===== src/rtl/lcbb_pkg.sv =====
// shared types, constants and register codes for the lip color bounding box
package lcbb_pkg;

  // frame dimension limit, also the clamp for configured frame sizes
  localparam logic [12:0] MAX_DIM = 13'd4096;

  // lip pixel counter saturates here
  localparam logic [22:0] CNT_MAX = 23'h7FFFFF;

  // floor(n / 3) as (n * 21846) >> 16, exact for n below 32768
  localparam logic [14:0] DIV3_RECIP = 15'd21846;

  // cycles that the derived window needs after a register write
  localparam logic [1:0] CFG_SETTLE = 2'd3;

  // request queue between front and back
  localparam int FIFO_DEPTH = 4;
  localparam int FIFO_AW    = $clog2(FIFO_DEPTH);

  // color conversion weights
  localparam logic [15:0]        Y_R  = 16'd77;
  localparam logic [15:0]        Y_G  = 16'd150;
  localparam logic [15:0]        Y_B  = 16'd29;
  localparam logic signed [17:0] CB_R = -18'sd43;
  localparam logic signed [17:0] CB_G = -18'sd85;
  localparam logic signed [17:0] CB_B = 18'sd128;
  localparam logic signed [17:0] CR_R = 18'sd128;
  localparam logic signed [17:0] CR_G = -18'sd107;
  localparam logic signed [17:0] CR_B = -18'sd21;
  localparam logic signed [17:0] CHROMA_OFS = 18'sd32768;

  // lip color ranges
  localparam logic [7:0] CR_LO = 8'd140;
  localparam logic [7:0] CR_HI = 8'd180;
  localparam logic [7:0] CB_LO = 8'd100;
  localparam logic [7:0] CB_HI = 8'd130;
  localparam logic [7:0] Y_LO  = 8'd50;
  localparam logic [7:0] Y_HI  = 8'd200;

  // configuration register indexes
  typedef enum logic [2:0] {
    REG_FRAME_WIDTH  = 3'd0,
    REG_FRAME_HEIGHT = 3'd1,
    REG_FACE_LEFT    = 3'd2,
    REG_FACE_TOP     = 3'd3,
    REG_FACE_SPAN_X  = 3'd4,
    REG_FACE_SPAN_Y  = 3'd5,
    REG_MIN_LIP      = 3'd6
  } cfg_reg_t;

  // derived mouth window and pass-through settings
  typedef struct packed {
    logic [12:0] w;
    logic [12:0] h;
    logic [12:0] mx;
    logic [12:0] mx_end;
    logic [12:0] my;
    logic [12:0] my_end;
    logic [12:0] face_span_y;
    logic [22:0] min_lip;
  } win_t;

  // classified pixel request in the queue
  typedef struct packed {
    logic [7:0]  red;
    logic [7:0]  green;
    logic [7:0]  blue;
    logic [11:0] col;
    logic [11:0] row;
    logic        in_win;
    logic        last;
  } pix_t;

  // color-tested pixel
  typedef struct packed {
    logic        lip;
    logic        last;
    logic [11:0] col;
    logic [11:0] row;
  } stage1_t;

  // running bounding box
  typedef struct packed {
    logic [11:0] min_col;
    logic [11:0] max_col;
    logic [11:0] min_row;
    logic [11:0] max_row;
    logic [22:0] count;
  } acc_t;

  // frame totals waiting for result formatting
  typedef struct packed {
    logic [22:0] count;
    logic [12:0] c0;
    logic [12:0] c1;
    logic [12:0] r0;
    logic [12:0] r1;
  } fin_t;

endpackage


===== src/rtl/lcbb_window.sv =====
// configuration registers and registered mouth window derivation
module lcbb_window (
  input  logic              clk,
  input  logic              rst_n,
  input  logic              cfg_we,
  input  logic [2:0]        cfg_index,
  input  logic [22:0]       cfg_data,
  output lcbb_pkg::win_t    win,
  output logic              settle_busy
);
  import lcbb_pkg::*;

  logic [12:0] frame_width_r;
  logic [12:0] frame_height_r;
  logic [11:0] face_left_r;
  logic [11:0] face_top_r;
  logic [12:0] face_span_x_r;
  logic [12:0] face_span_y_r;
  logic [22:0] min_lip_r;
  logic [1:0]  settle_r;

  // first stage
  logic [12:0] w_a_r, h_a_r, mx_a_r;
  logic [11:0] mw_a_r;
  logic [11:0] q2_a_r;
  logic [10:0] q1_a_r;
  logic [12:0] w_a_nxt, h_a_nxt, mx_a_nxt;
  logic [28:0] prod2;
  logic [27:0] prod1;

  // second stage
  logic [12:0] mx_end_nxt, my_nxt, my_end_nxt;
  logic [12:0] mx_sum, my_sum;
  logic [12:0] w_b_r, h_b_r, mx_b_r, mx_end_b_r, my_b_r, my_end_b_r;

  // register writes
  always_ff @(posedge clk) begin
    if (!rst_n) begin
      frame_width_r  <= 13'd640;
      frame_height_r <= 13'd480;
      face_left_r    <= '0;
      face_top_r     <= '0;
      face_span_x_r  <= '0;
      face_span_y_r  <= '0;
      min_lip_r      <= 23'd50;
    end else if (cfg_we) begin
      unique case (cfg_reg_t'(cfg_index))
        REG_FRAME_WIDTH:  frame_width_r  <= cfg_data[12:0];
        REG_FRAME_HEIGHT: frame_height_r <= cfg_data[12:0];
        REG_FACE_LEFT:    face_left_r    <= cfg_data[11:0];
        REG_FACE_TOP:     face_top_r     <= cfg_data[11:0];
        REG_FACE_SPAN_X:  face_span_x_r  <= cfg_data[12:0];
        REG_FACE_SPAN_Y:  face_span_y_r  <= cfg_data[12:0];
        REG_MIN_LIP:      min_lip_r      <= cfg_data;
        default: ;
      endcase
    end
  end

  // hold off pixels until the window pipeline has caught up
  always_ff @(posedge clk) begin
    if (!rst_n) begin
      settle_r <= '0;
    end else if (cfg_we) begin
      settle_r <= CFG_SETTLE;
    end else if (settle_r != 2'd0) begin
      settle_r <= settle_r - 2'd1;
    end
  end

  assign settle_busy = (settle_r != 2'd0);

  // clamp frame size, quarter and half of the face width, thirds of the height
  always_comb begin
    w_a_nxt  = (frame_width_r > MAX_DIM) ? MAX_DIM : frame_width_r;
    h_a_nxt  = (frame_height_r > MAX_DIM) ? MAX_DIM : frame_height_r;
    mx_a_nxt = {1'b0, face_left_r} + {2'b00, face_span_x_r[12:2]};
  end

  assign prod2 = 29'({face_span_y_r, 1'b0}) * 29'(DIV3_RECIP);
  assign prod1 = 28'(face_span_y_r) * 28'(DIV3_RECIP);

  always_ff @(posedge clk) begin
    w_a_r  <= w_a_nxt;
    h_a_r  <= h_a_nxt;
    mx_a_r <= mx_a_nxt;
    mw_a_r <= face_span_x_r[12:1];
    q2_a_r <= prod2[27:16];
    q1_a_r <= prod1[26:16];
  end

  // window edges clamped to the frame, empty when the start is outside
  always_comb begin
    mx_sum = mx_a_r + {1'b0, mw_a_r};
    if (mx_a_r >= w_a_r) begin
      mx_end_nxt = mx_a_r;
    end else if (mx_sum > w_a_r) begin
      mx_end_nxt = w_a_r;
    end else begin
      mx_end_nxt = mx_sum;
    end
    my_nxt = {1'b0, face_top_r} + {1'b0, q2_a_r};
    my_sum = my_nxt + {2'b00, q1_a_r};
    if (my_nxt >= h_a_r) begin
      my_end_nxt = my_nxt;
    end else if (my_sum > h_a_r) begin
      my_end_nxt = h_a_r;
    end else begin
      my_end_nxt = my_sum;
    end
  end

  always_ff @(posedge clk) begin
    w_b_r      <= w_a_r;
    h_b_r      <= h_a_r;
    mx_b_r     <= mx_a_r;
    mx_end_b_r <= mx_end_nxt;
    my_b_r     <= my_nxt;
    my_end_b_r <= my_end_nxt;
  end

  always_comb begin
    win.w           = w_b_r;
    win.h           = h_b_r;
    win.mx          = mx_b_r;
    win.mx_end      = mx_end_b_r;
    win.my          = my_b_r;
    win.my_end      = my_end_b_r;
    win.face_span_y = face_span_y_r;
    win.min_lip     = min_lip_r;
  end

endmodule


===== src/rtl/lcbb_front.sv =====
// front end: accepts pixels, tracks raster position, tags window membership
module lcbb_front (
  input  logic              clk,
  input  logic              rst_n,
  input  logic              in_valid,
  output logic              in_ready,
  input  logic [7:0]        in_red,
  input  logic [7:0]        in_green,
  input  logic [7:0]        in_blue,
  input  logic              in_frame_end,
  input  lcbb_pkg::win_t    win,
  input  logic              settle_busy,
  input  logic              fifo_full,
  output logic              push,
  output lcbb_pkg::pix_t    push_data
);
  import lcbb_pkg::*;

  logic [11:0] col_r, col_nxt;
  logic [11:0] row_r, row_nxt;
  logic [12:0] col_inc, row_inc;
  logic        in_win;

  assign in_ready = !settle_busy && !fifo_full;
  assign push     = in_valid && in_ready;

  // raster position advance with wrap at frame edges
  always_comb begin
    col_inc = {1'b0, col_r} + 13'd1;
    row_inc = {1'b0, row_r} + 13'd1;
    col_nxt = col_r;
    row_nxt = row_r;
    if (push) begin
      if (in_frame_end) begin
        col_nxt = '0;
        row_nxt = '0;
      end else if (col_inc >= win.w) begin
        col_nxt = '0;
        row_nxt = (row_inc >= win.h) ? 12'd0 : row_inc[11:0];
      end else begin
        col_nxt = col_inc[11:0];
      end
    end
  end

  always_ff @(posedge clk) begin
    if (!rst_n) begin
      col_r <= '0;
      row_r <= '0;
    end else begin
      col_r <= col_nxt;
      row_r <= row_nxt;
    end
  end

  // mouth window membership
  assign in_win = ({1'b0, col_r} >= win.mx) && ({1'b0, col_r} < win.mx_end) &&
                  ({1'b0, row_r} >= win.my) && ({1'b0, row_r} < win.my_end);

  always_comb begin
    push_data.red    = in_red;
    push_data.green  = in_green;
    push_data.blue   = in_blue;
    push_data.col    = col_r;
    push_data.row    = row_r;
    push_data.in_win = in_win;
    push_data.last   = in_frame_end;
  end

endmodule


===== src/rtl/lcbb_fifo.sv =====
// short request queue between front and back
module lcbb_fifo (
  input  logic              clk,
  input  logic              rst_n,
  input  logic              push,
  input  lcbb_pkg::pix_t    push_data,
  output logic              full,
  input  logic              pop,
  output logic              not_empty,
  output lcbb_pkg::pix_t    pop_data
);
  import lcbb_pkg::*;

  pix_t               mem_r [FIFO_DEPTH];
  logic [FIFO_AW-1:0] wr_ptr_r, rd_ptr_r;
  logic [FIFO_AW:0]   count_r;

  assign full      = (count_r == (FIFO_AW+1)'(FIFO_DEPTH));
  assign not_empty = (count_r != '0);
  assign pop_data  = mem_r[rd_ptr_r];

  // storage
  always_ff @(posedge clk) begin
    if (push) begin
      mem_r[wr_ptr_r] <= push_data;
    end
  end

  // pointers and fill level
  always_ff @(posedge clk) begin
    if (!rst_n) begin
      wr_ptr_r <= '0;
      rd_ptr_r <= '0;
      count_r  <= '0;
    end else begin
      if (push) begin
        wr_ptr_r <= wr_ptr_r + 1'b1;
      end
      if (pop) begin
        rd_ptr_r <= rd_ptr_r + 1'b1;
      end
      if (push && !pop) begin
        count_r <= count_r + 1'b1;
      end else if (pop && !push) begin
        count_r <= count_r - 1'b1;
      end
    end
  end

endmodule


===== src/rtl/lcbb_back.sv =====
// back end: color test, bounding box accumulation and result register
module lcbb_back (
  input  logic              clk,
  input  logic              rst_n,
  input  logic              fifo_valid,
  input  lcbb_pkg::pix_t    fifo_data,
  output logic              pop,
  input  lcbb_pkg::win_t    win,
  output logic              out_valid,
  input  logic              out_ready,
  output logic              out_lips_found,
  output logic [11:0]       out_center_col,
  output logic [11:0]       out_center_row,
  output logic [12:0]       out_box_width,
  output logic [12:0]       out_box_height,
  output logic [22:0]       out_lip_area,
  output logic [12:0]       out_face_height_echo
);
  import lcbb_pkg::*;

  logic              en;
  logic [17:0]       rs, gs, bs;
  logic [15:0]       y_sum;
  logic signed [17:0] cb_sum, cr_sum, cb_off, cr_off;
  logic [7:0]        y8, cb8, cr8;
  logic              color_hit;

  logic              s1_valid_r;
  stage1_t           s1_r, s1_nxt;
  acc_t              acc_r, acc_upd, acc_nxt;
  logic              fin_valid_r;
  fin_t              fin_r, fin_nxt;

  logic              found;
  logic [13:0]       csum, rsum;
  logic              out_valid_r;
  logic              lips_found_r;
  logic [11:0]       center_col_r, center_row_r;
  logic [12:0]       box_width_r, box_height_r;
  logic [22:0]       lip_area_r;
  logic [12:0]       face_height_r;

  // whole back pipeline moves unless a result is stuck at the output
  assign en  = !out_valid_r || out_ready;
  assign pop = en && fifo_valid;

  // ycbcr conversion with constant weights
  always_comb begin
    rs     = {10'd0, fifo_data.red};
    gs     = {10'd0, fifo_data.green};
    bs     = {10'd0, fifo_data.blue};
    y_sum  = Y_R * {8'd0, fifo_data.red} + Y_G * {8'd0, fifo_data.green} +
             Y_B * {8'd0, fifo_data.blue};
    cb_sum = CB_R * $signed(rs) + CB_G * $signed(gs) + CB_B * $signed(bs);
    cr_sum = CR_R * $signed(rs) + CR_G * $signed(gs) + CR_B * $signed(bs);
    cb_off = cb_sum + CHROMA_OFS;
    cr_off = cr_sum + CHROMA_OFS;
    y8     = y_sum[15:8];
    cb8    = cb_off[15:8];
    cr8    = cr_off[15:8];
    color_hit = (cr8 >= CR_LO) && (cr8 <= CR_HI) &&
                (cb8 >= CB_LO) && (cb8 <= CB_HI) &&
                (y8 >= Y_LO) && (y8 <= Y_HI) && (cr8 > cb8);
    s1_nxt.lip  = color_hit && fifo_data.in_win;
    s1_nxt.last = fifo_data.last;
    s1_nxt.col  = fifo_data.col;
    s1_nxt.row  = fifo_data.row;
  end

  always_ff @(posedge clk) begin
    if (!rst_n) begin
      s1_valid_r <= 1'b0;
    end else if (en) begin
      s1_valid_r <= fifo_valid;
    end
  end

  always_ff @(posedge clk) begin
    if (en) begin
      s1_r <= s1_nxt;
    end
  end

  // bounding box update for a lip pixel
  always_comb begin
    acc_upd = acc_r;
    if (s1_r.lip) begin
      if (acc_r.count == '0) begin
        acc_upd.min_col = s1_r.col;
        acc_upd.max_col = s1_r.col;
        acc_upd.min_row = s1_r.row;
        acc_upd.max_row = s1_r.row;
      end else begin
        if (s1_r.col < acc_r.min_col) acc_upd.min_col = s1_r.col;
        if (s1_r.col > acc_r.max_col) acc_upd.max_col = s1_r.col;
        if (s1_r.row < acc_r.min_row) acc_upd.min_row = s1_r.row;
        if (s1_r.row > acc_r.max_row) acc_upd.max_row = s1_r.row;
      end
      if (acc_r.count != CNT_MAX) begin
        acc_upd.count = acc_r.count + 23'd1;
      end
    end
  end

  // clear at frame end, otherwise keep the update
  always_comb begin
    acc_nxt = acc_r;
    if (en && s1_valid_r) begin
      acc_nxt = s1_r.last ? '0 : acc_upd;
    end
  end

  always_ff @(posedge clk) begin
    if (!rst_n) begin
      acc_r <= '0;
    end else begin
      acc_r <= acc_nxt;
    end
  end

  // frame totals, empty box falls back to window edges
  always_comb begin
    fin_nxt.count = acc_upd.count;
    if (acc_upd.count == '0) begin
      fin_nxt.c0 = win.mx_end;
      fin_nxt.c1 = win.mx;
      fin_nxt.r0 = win.my_end;
      fin_nxt.r1 = win.my;
    end else begin
      fin_nxt.c0 = {1'b0, acc_upd.min_col};
      fin_nxt.c1 = {1'b0, acc_upd.max_col};
      fin_nxt.r0 = {1'b0, acc_upd.min_row};
      fin_nxt.r1 = {1'b0, acc_upd.max_row};
    end
  end

  always_ff @(posedge clk) begin
    if (!rst_n) begin
      fin_valid_r <= 1'b0;
    end else if (en) begin
      fin_valid_r <= s1_valid_r && s1_r.last;
    end
  end

  always_ff @(posedge clk) begin
    if (en && s1_valid_r && s1_r.last) begin
      fin_r <= fin_nxt;
    end
  end

  // result formatting
  always_comb begin
    found = (fin_r.count >= win.min_lip);
    csum  = {1'b0, fin_r.c0} + {1'b0, fin_r.c1};
    rsum  = {1'b0, fin_r.r0} + {1'b0, fin_r.r1};
  end

  always_ff @(posedge clk) begin
    if (!rst_n) begin
      out_valid_r <= 1'b0;
    end else if (en) begin
      out_valid_r <= fin_valid_r;
    end
  end

  always_ff @(posedge clk) begin
    if (en && fin_valid_r) begin
      lips_found_r  <= found;
      center_col_r  <= found ? csum[12:1] : 12'd0;
      center_row_r  <= found ? rsum[12:1] : 12'd0;
      box_width_r   <= found ? (fin_r.c1 - fin_r.c0 + 13'd1) : 13'd0;
      box_height_r  <= found ? (fin_r.r1 - fin_r.r0 + 13'd1) : 13'd0;
      lip_area_r    <= found ? fin_r.count : 23'd0;
      face_height_r <= win.face_span_y;
    end
  end

  assign out_valid            = out_valid_r;
  assign out_lips_found       = lips_found_r;
  assign out_center_col       = center_col_r;
  assign out_center_row       = center_row_r;
  assign out_box_width        = box_width_r;
  assign out_box_height       = box_height_r;
  assign out_lip_area         = lip_area_r;
  assign out_face_height_echo = face_height_r;

endmodule


===== src/rtl/lip_color_bounding_box_core.sv =====
// top level of the lip color bounding box detector
//
//   channel  direction  handshake          payload
//   in_      request    in_valid/in_ready  red, green, blue, frame_end
//   out_     result     out_valid/out_ready lips_found .. face_height_echo
//   cfg_     write      cfg_we             cfg_index, cfg_data
//
// one pixel per clock while in_ready is high; a pixel's result is registered in
// turn by the queue, color stage, accumulate stage and output register
// a register write blocks pixels while the window settles
// reset is synchronous and clears position, accumulators, queue and valids
// a stalled output stops the back end; the four-entry queue then fills and
// drops in_ready
module lip_color_bounding_box_core (
  input  logic        clk,
  input  logic        rst_n,
  input  logic        in_valid,
  output logic        in_ready,
  input  logic [7:0]  in_red,
  input  logic [7:0]  in_green,
  input  logic [7:0]  in_blue,
  input  logic        in_frame_end,
  output logic        out_valid,
  input  logic        out_ready,
  output logic        out_lips_found,
  output logic [11:0] out_center_col,
  output logic [11:0] out_center_row,
  output logic [12:0] out_box_width,
  output logic [12:0] out_box_height,
  output logic [22:0] out_lip_area,
  output logic [12:0] out_face_height_echo,
  input  logic        cfg_we,
  input  logic [2:0]  cfg_index,
  input  logic [22:0] cfg_data
);
  import lcbb_pkg::*;

  win_t win;
  logic settle_busy;
  logic fifo_full, fifo_valid, push, pop;
  pix_t push_data, pop_data;

  // configuration and window
  lcbb_window u_window (
    .clk         (clk),
    .rst_n       (rst_n),
    .cfg_we      (cfg_we),
    .cfg_index   (cfg_index),
    .cfg_data    (cfg_data),
    .win         (win),
    .settle_busy (settle_busy)
  );

  // pixel intake
  lcbb_front u_front (
    .clk          (clk),
    .rst_n        (rst_n),
    .in_valid     (in_valid),
    .in_ready     (in_ready),
    .in_red       (in_red),
    .in_green     (in_green),
    .in_blue      (in_blue),
    .in_frame_end (in_frame_end),
    .win          (win),
    .settle_busy  (settle_busy),
    .fifo_full    (fifo_full),
    .push         (push),
    .push_data    (push_data)
  );

  // decoupling queue
  lcbb_fifo u_fifo (
    .clk       (clk),
    .rst_n     (rst_n),
    .push      (push),
    .push_data (push_data),
    .full      (fifo_full),
    .pop       (pop),
    .not_empty (fifo_valid),
    .pop_data  (pop_data)
  );

  // color test, accumulation, result
  lcbb_back u_back (
    .clk                  (clk),
    .rst_n                (rst_n),
    .fifo_valid           (fifo_valid),
    .fifo_data            (pop_data),
    .pop                  (pop),
    .win                  (win),
    .out_valid            (out_valid),
    .out_ready            (out_ready),
    .out_lips_found       (out_lips_found),
    .out_center_col       (out_center_col),
    .out_center_row       (out_center_row),
    .out_box_width        (out_box_width),
    .out_box_height       (out_box_height),
    .out_lip_area         (out_lip_area),
    .out_face_height_echo (out_face_height_echo)
  );

endmodule


===== config.mk =====
export PLATFORM = sky130hd
export DESIGN_NAME = lip_color_bounding_box_core
export DESIGN_NICKNAME = d
export VERILOG_FILES = /design/src/rtl/lcbb_pkg.sv /design/src/rtl/lcbb_window.sv /design/src/rtl/lcbb_front.sv /design/src/rtl/lcbb_fifo.sv /design/src/rtl/lcbb_back.sv /design/src/rtl/lip_color_bounding_box_core.sv
export SDC_FILE = /design/constraint.sdc
export NUM_CORES = 2
export LEC_CHECK = 0
export ABC_AREA = 0
export BUFFER_PORTS_ARGS = -buffer_cell sky130_fd_sc_hd__buf_4
export CORE_MARGIN = 10
export CORE_UTILIZATION = 59
export CTS_BUF_LIST = sky130_fd_sc_hd__clkbuf_8
export CTS_CLUSTER_DIAMETER = 40
export DETAILED_ROUTE_END_ITERATION = 12
export PLACE_DENSITY = 0.76
export SLEW_MARGIN = 20
export SYNTH_ARGS = -nofsm -noshare
export SYNTH_HDL_FRONTEND = slang
export SYNTH_SLANG_ARGS = --single-unit

===== constraint.sdc =====
create_clock -name clk -period 14 [get_ports clk]
set_input_delay 4.2 -clock clk [delete_from_list [all_inputs] [get_ports clk]]
set_output_delay 4.2 -clock clk [all_outputs]
set_load 0.03 [all_outputs]

* After elaboration in Yosys (flattened, before gate mapping) *
Memories as Yosys holds them, arrays and structs flattened. A register that Yosys moved wholly into a read port is not among the register bits.
Index checks and enable logic that the tools add are counted.

storage, ports and cells
  flip-flop bits (word level) = 546
  memory bits (writable) = 200
  input port bits = 56
  output and inout port bits = 89
  word-level logic and storage cells = 188
  memories kept = 1

operators by class
  $add $sub $neg = 26
  $mul = 9
  $lt $le $gt $ge = 24
  equal/unequal tests = 8
  muxes and demuxes = 26
  reduce and logical (&&, ||, !) cells = 41

memory list
  name          words  width  read ports  clocked after Yosys merged registers in  wr ports  line             text
  u_fifo.mem_r  4      50     1           1                                        1         lcbb_fifo.sv:14  pix_t mem_r [FIFO_DEPTH];

operator list
  kind                    count
  $mux 71                 2
  $mux 12                 9
  $add 16x16->16          4
  $ge 13x13->1            4
  $mul 13x14->26 const B  2
  $mux 13                 4
  $mux 51                 1
  $mux 48                 1
  $logic_not 23->1        2
  $add 16x16->16 const B  2
  $mul 8x9->16 const A    2
  $mul 7x8->15 const A    2
  $add 12x1->13 const B   2
  $add 13x1->13 const B   2
  $add 13x13->13          2
  $ge 12x13->1            2
  $gt 13x13->1            2
  $gt 13x13->1 const B    2
  $lt 12x13->1            2
  $sub 13x13->13          2
  $gt 12x12->1            2
  $le 8x8->1 const B      3
  $lt 12x12->1            2
  $add 23x1->23 const B   1
  other kinds (33)        75

* Logic depth before layout (Yosys ltp) *
  word-level depth = 12
  depth in mapped cells = 40

* Hierarchy *
From an unflattened synthesis, not the netlist that was laid out.

second synthesis, totals
  cells, all modules = 4407
  area total of the unflattened synthesis = 47187.8 sq um

by module, submodules not included
  module       times used  cells an instance  area each (sq um)  seq. area each (sq um)
  lcbb_back    1           2268               23024.6            7126.8
  lcbb_window  1           1401               13143.9            4824.6
  lcbb_fifo    1           305                7718.7             6185.9
  lcbb_front   1           433                3300.7             480.5

* Worst setup path after synthesis *
OpenSTA, ideal clock, no wires.

  path kind = register to register
  start = register with a tool-made name
  end = register u_back.s1_r[25] (netlist bit), data pin
  setup time = 0.190 ns
  arrival time = 9.456 ns
  required time = 13.810 ns
  slack = 4.353 ns
  stages on the path, launching flop included = 39
  buffers on the path = 4
  cell sequence = dfxtp_1 buf_2 buf_1 buf_1 mux4_2 ha_1 inv_1 ha_1 fa_1 inv_1 fa_1 inv_1 ha_1 a21o_1 a21oi_1 o21ai_0 a21oi_1 xnor2_1 (+3 left out) inv_1 fa_1 inv_1 fa_1 inv_1 ha_1 clkbuf_1 a21oi_1 a21o_1 o211a_1 o21ba_1 xnor2_1 ha_1 nand3_1 o21ai_0 o311a_1 o2111ai_1 a2111oi_2

RTL lines
  item                    line             text
  end signal: assignment  lcbb_back.sv:80  s1_r <= s1_nxt;
  end: declaration        lcbb_back.sv:29  stage1_t s1_r, s1_nxt;

==> flow_summary.json <==
{
  "postRouteAntennaNets": 0,
  "drc_errors": 0,
  "fin_crit_ns": 10.12,
  "worstPathArrival_ns": 10.68,
  "port_buffers": 144,
  "grt_pass1_vias": 31200,
  "ys_seq_area_frac": 0.402,
  "num-nets-final": 5352,
  "slew_headroom": 0.253,
  "ys_seq_elements": 736,
  "synth_area_sq_mm": 0.0464,
  "synth_edf_count": 388,
  "synthXorXnorAreaFrac": 0.0351,
  "cp-end-kind": "flip-flop",
  "die_h_um": 300,
  "coreArea_sq_mm": 0.0777,
  "row_count": 102,
  "clk_latency_ns": 0.80,
  "syn-num-nets": 5167,
  "hold_class": "flip-flop to flip-flop",
  "yosys-top-cells-area": "edfxtp_1, ha_1, dfxtp_1",
  "slew_viol_final": 0,
  "wl_mm": 103,
  "vias": 31000,
  "start_util": 0.596,
  "fmax_ghz": 0.0988,
  "grt_max_degree": 101,
  "wl_per_cell_um": 18.3,
  "rr_endpoint": "u_back.s1_r[25]",
  "die_area_sq_mm": 0.0902,
  "cts_setup_buffers": 0,
  "path_clk_slew_ns": 0.07,
  "ff2ff_path_depth": 36,
  "cpPeakStageDelay_ns": 0.75,
  "drt_iter0_drc": 2225,
  "place_congestion": 0.907,
  "area_growth_pct": 10.4,
  "cp_slowest_cell": "mux4_2",
  "via_per_inst": 5.53,
  "critPathCapture": "u_back.s1_r[25]",
  "async_flop_share": 0,
  "cts-buffers-inserted": 130,
  "drt_pass1_iterations": 5,
  "cts_tree": "done",
  "synth_top_family_by_area": "adder cells",
  "fin_worst_skew_ns": 0.0444,
  "clkSinkCount": 736,
  "worst_pin_slew_ns": 1.12,
  "maxCapViolations": 0,
  "cts_buffer_depth": 3,
  "track_usage": 0.230,
  "yosysWarningCount": 0,
  "startpoint_type": "flip-flop",
  "path_max_fanout": 32,
  "synth_compound_area_frac": 0.107,
  "yosysTopAreaCell": "edfxtp_1",
  "cts_resized": 0,
  "grt_pass1_wl_mm": 165,
  "hold_violations": 0,
  "setup_viol": 0,
  "critPathMostFrequentCell": "fa_1",
  "cp.required_ns": 14.56,
  "min_period_over_period": 0.723,
  "crit_type": "flip-flop to flip-flop",
  "io_pins": 145,
  "synth_top_area_frac": 0.251,
  "root_buffer": "clkbuf_8",
  "ys_types": 94,
  "status": "finished, final reports clean",
  "die_x_um": 300,
  "holdBufCountCts": 0,
  "postSynthAreaPerCell_sq_um": 10.8,
  "htreeDepth": 4,
  "antenna_found_initial": 3,
  "yosys.area_share.simple": 0.0963,
  "rsz0062_at_grt": "no",
  "r2r_slack_ns": 3.88,
  "synth.area.mux_share": 0.0411,
  "grt_overflow_total": 0,
  "synth_fa_ha_area_frac": 0.257,
  "final_layout_size_suffix_gt1_frac": 0.103,
  "netlist_instances": 4280,
  "hpwl_mm": 77.3,
  "final.setup.tns_ns": 0,
  "synth_ff_type": "edfxtp_1"
}
-- worst max-delay path, delay by kind of cell, from the launching register on --
kind                       cells  cell delay [ns]
muxes                          1             0.75
adders and majority gates     11             4.49
buffers and inverters          6             1.01
AOI/OAI and AO/OA             11             2.28
xor gates and xnor gates       1             0.16
DFF                            1             0.60
and+or+nand+nor                6             0.58
-- state kept, by name, summed over array words and instances (netlist names), 23 cells and up, named ones only --
name / flops
u_fifo.mem_r: 200
u_back.fin_r: 75
u_back.acc_r: 71
u_back.s1_r: 26
u_back.out_lip_area: 23
u_window.min_lip_r: 23
-- how the worst min path moves through the flow --
stage / cells past startpoint / slack (ns) / from / endpoint
final: 0 / 0.36 / u_window.face_span_x_r[1] / u_window.mw_a_r[0]
after global routing: 0 / 0.37 / u_window.h_a_r[2] / u_window.h_b_r[2]
after CTS: 0 / 0.37 / u_window.face_span_x_r[1] / u_window.mw_a_r[0]
after detailed placement: 0 / 0.36 / u_window.face_span_x_r[1] / u_window.mw_a_r[0]
after global placement: 0 / 0.34 / u_window.face_span_x_r[1] / u_window.mw_a_r[0]
after floorplan: 0 / 0.33 / u_window.face_span_x_r[1] / u_window.mw_a_r[0]
-- cell families (layout without fill, tap and decap cells) --
kind of cell	Yosys count	in the layout
AOI/OAI and AO/OA	731	731
xor gates and xnor gates	186	186
adders and majority gates	832	832
buffers and inverters	737	1025
DFF	736	736
muxes	126	126
other	0	1
and+or+nand+nor	932	932
-- cell usage after synthesis, drive strengths merged (69+ instances only) --
| master | count |
|---|---|
| a21boi | 111 |
| ha | 632 |
| edfxtp | 388 |
| xnor2 | 138 |
| dfxtp | 348 |
| o21ai | 117 |
| nand2 | 306 |
| a21oi | 190 |
| clkbuf | 81 |
| mux2i | 69 |
| inv | 618 |
| nor2b | 115 |
| fa | 199 |
| nor2 | 217 |
-- final cells by class --
cell class,instances,area (sq um)
tap,1040,1300
clock buffer,151,2080
sequential,736,18600
multi-input combinational,2807,24900
fill,5841,26500
clock inverter,84,664
inverter,620,2330
timing repair buffer,170,1280
antenna,1,2.50
-- metal layers --
layer | wire length [um] | vias up | global-route usage
met1 | 47600 | 14800 | 0.327
met4 | 2120 | 0 | 0.0663
met2 | 44900 | 905 | 0.350
li1 | - | 15100 | -
met5 | 0 | - | 0
met3 | 8130 | 144 | 0.0479
-- metrics by stage --
stage / setup slack [ns] / util / instances / area (sq um) / hold WS (ns)
global route: 3.12 / 0.658 / 5609 / 51200 / 0.368
finish: 3.88 / 0.658 / 5609 / 51200 / 0.358
floorplan: 4.35 / - / 4280 / 46400 / 0.331
CTS: 3.89 / 0.658 / 5608 / 51200 / 0.365
global placement: 4.12 / 0.623 / 5373 / 48400 / 0.337
detailed placement: 3.97 / 0.623 / 5373 / 48400 / 0.356
-- cell usage in the layout, fill, tap and decap left out, drive strengths merged, types with 36 or more instances in the layout --
master    n
fa      199
ha      632
xor2     48
mux4     51
nor2    217
dfxtp   348
nor3     50
mux2i    69
nand3    57
o21ai   117
inv     654
and2     37
a21oi   190
nor2b   115
xnor2   138
nand2   306
buf     170
a21o     66
edfxtp  388
o21a     36
clkbuf  151
a21boi  111
Power is not shown: default switching activity piles up to over one toggle a cycle in this logic, so the estimate is an artifact.
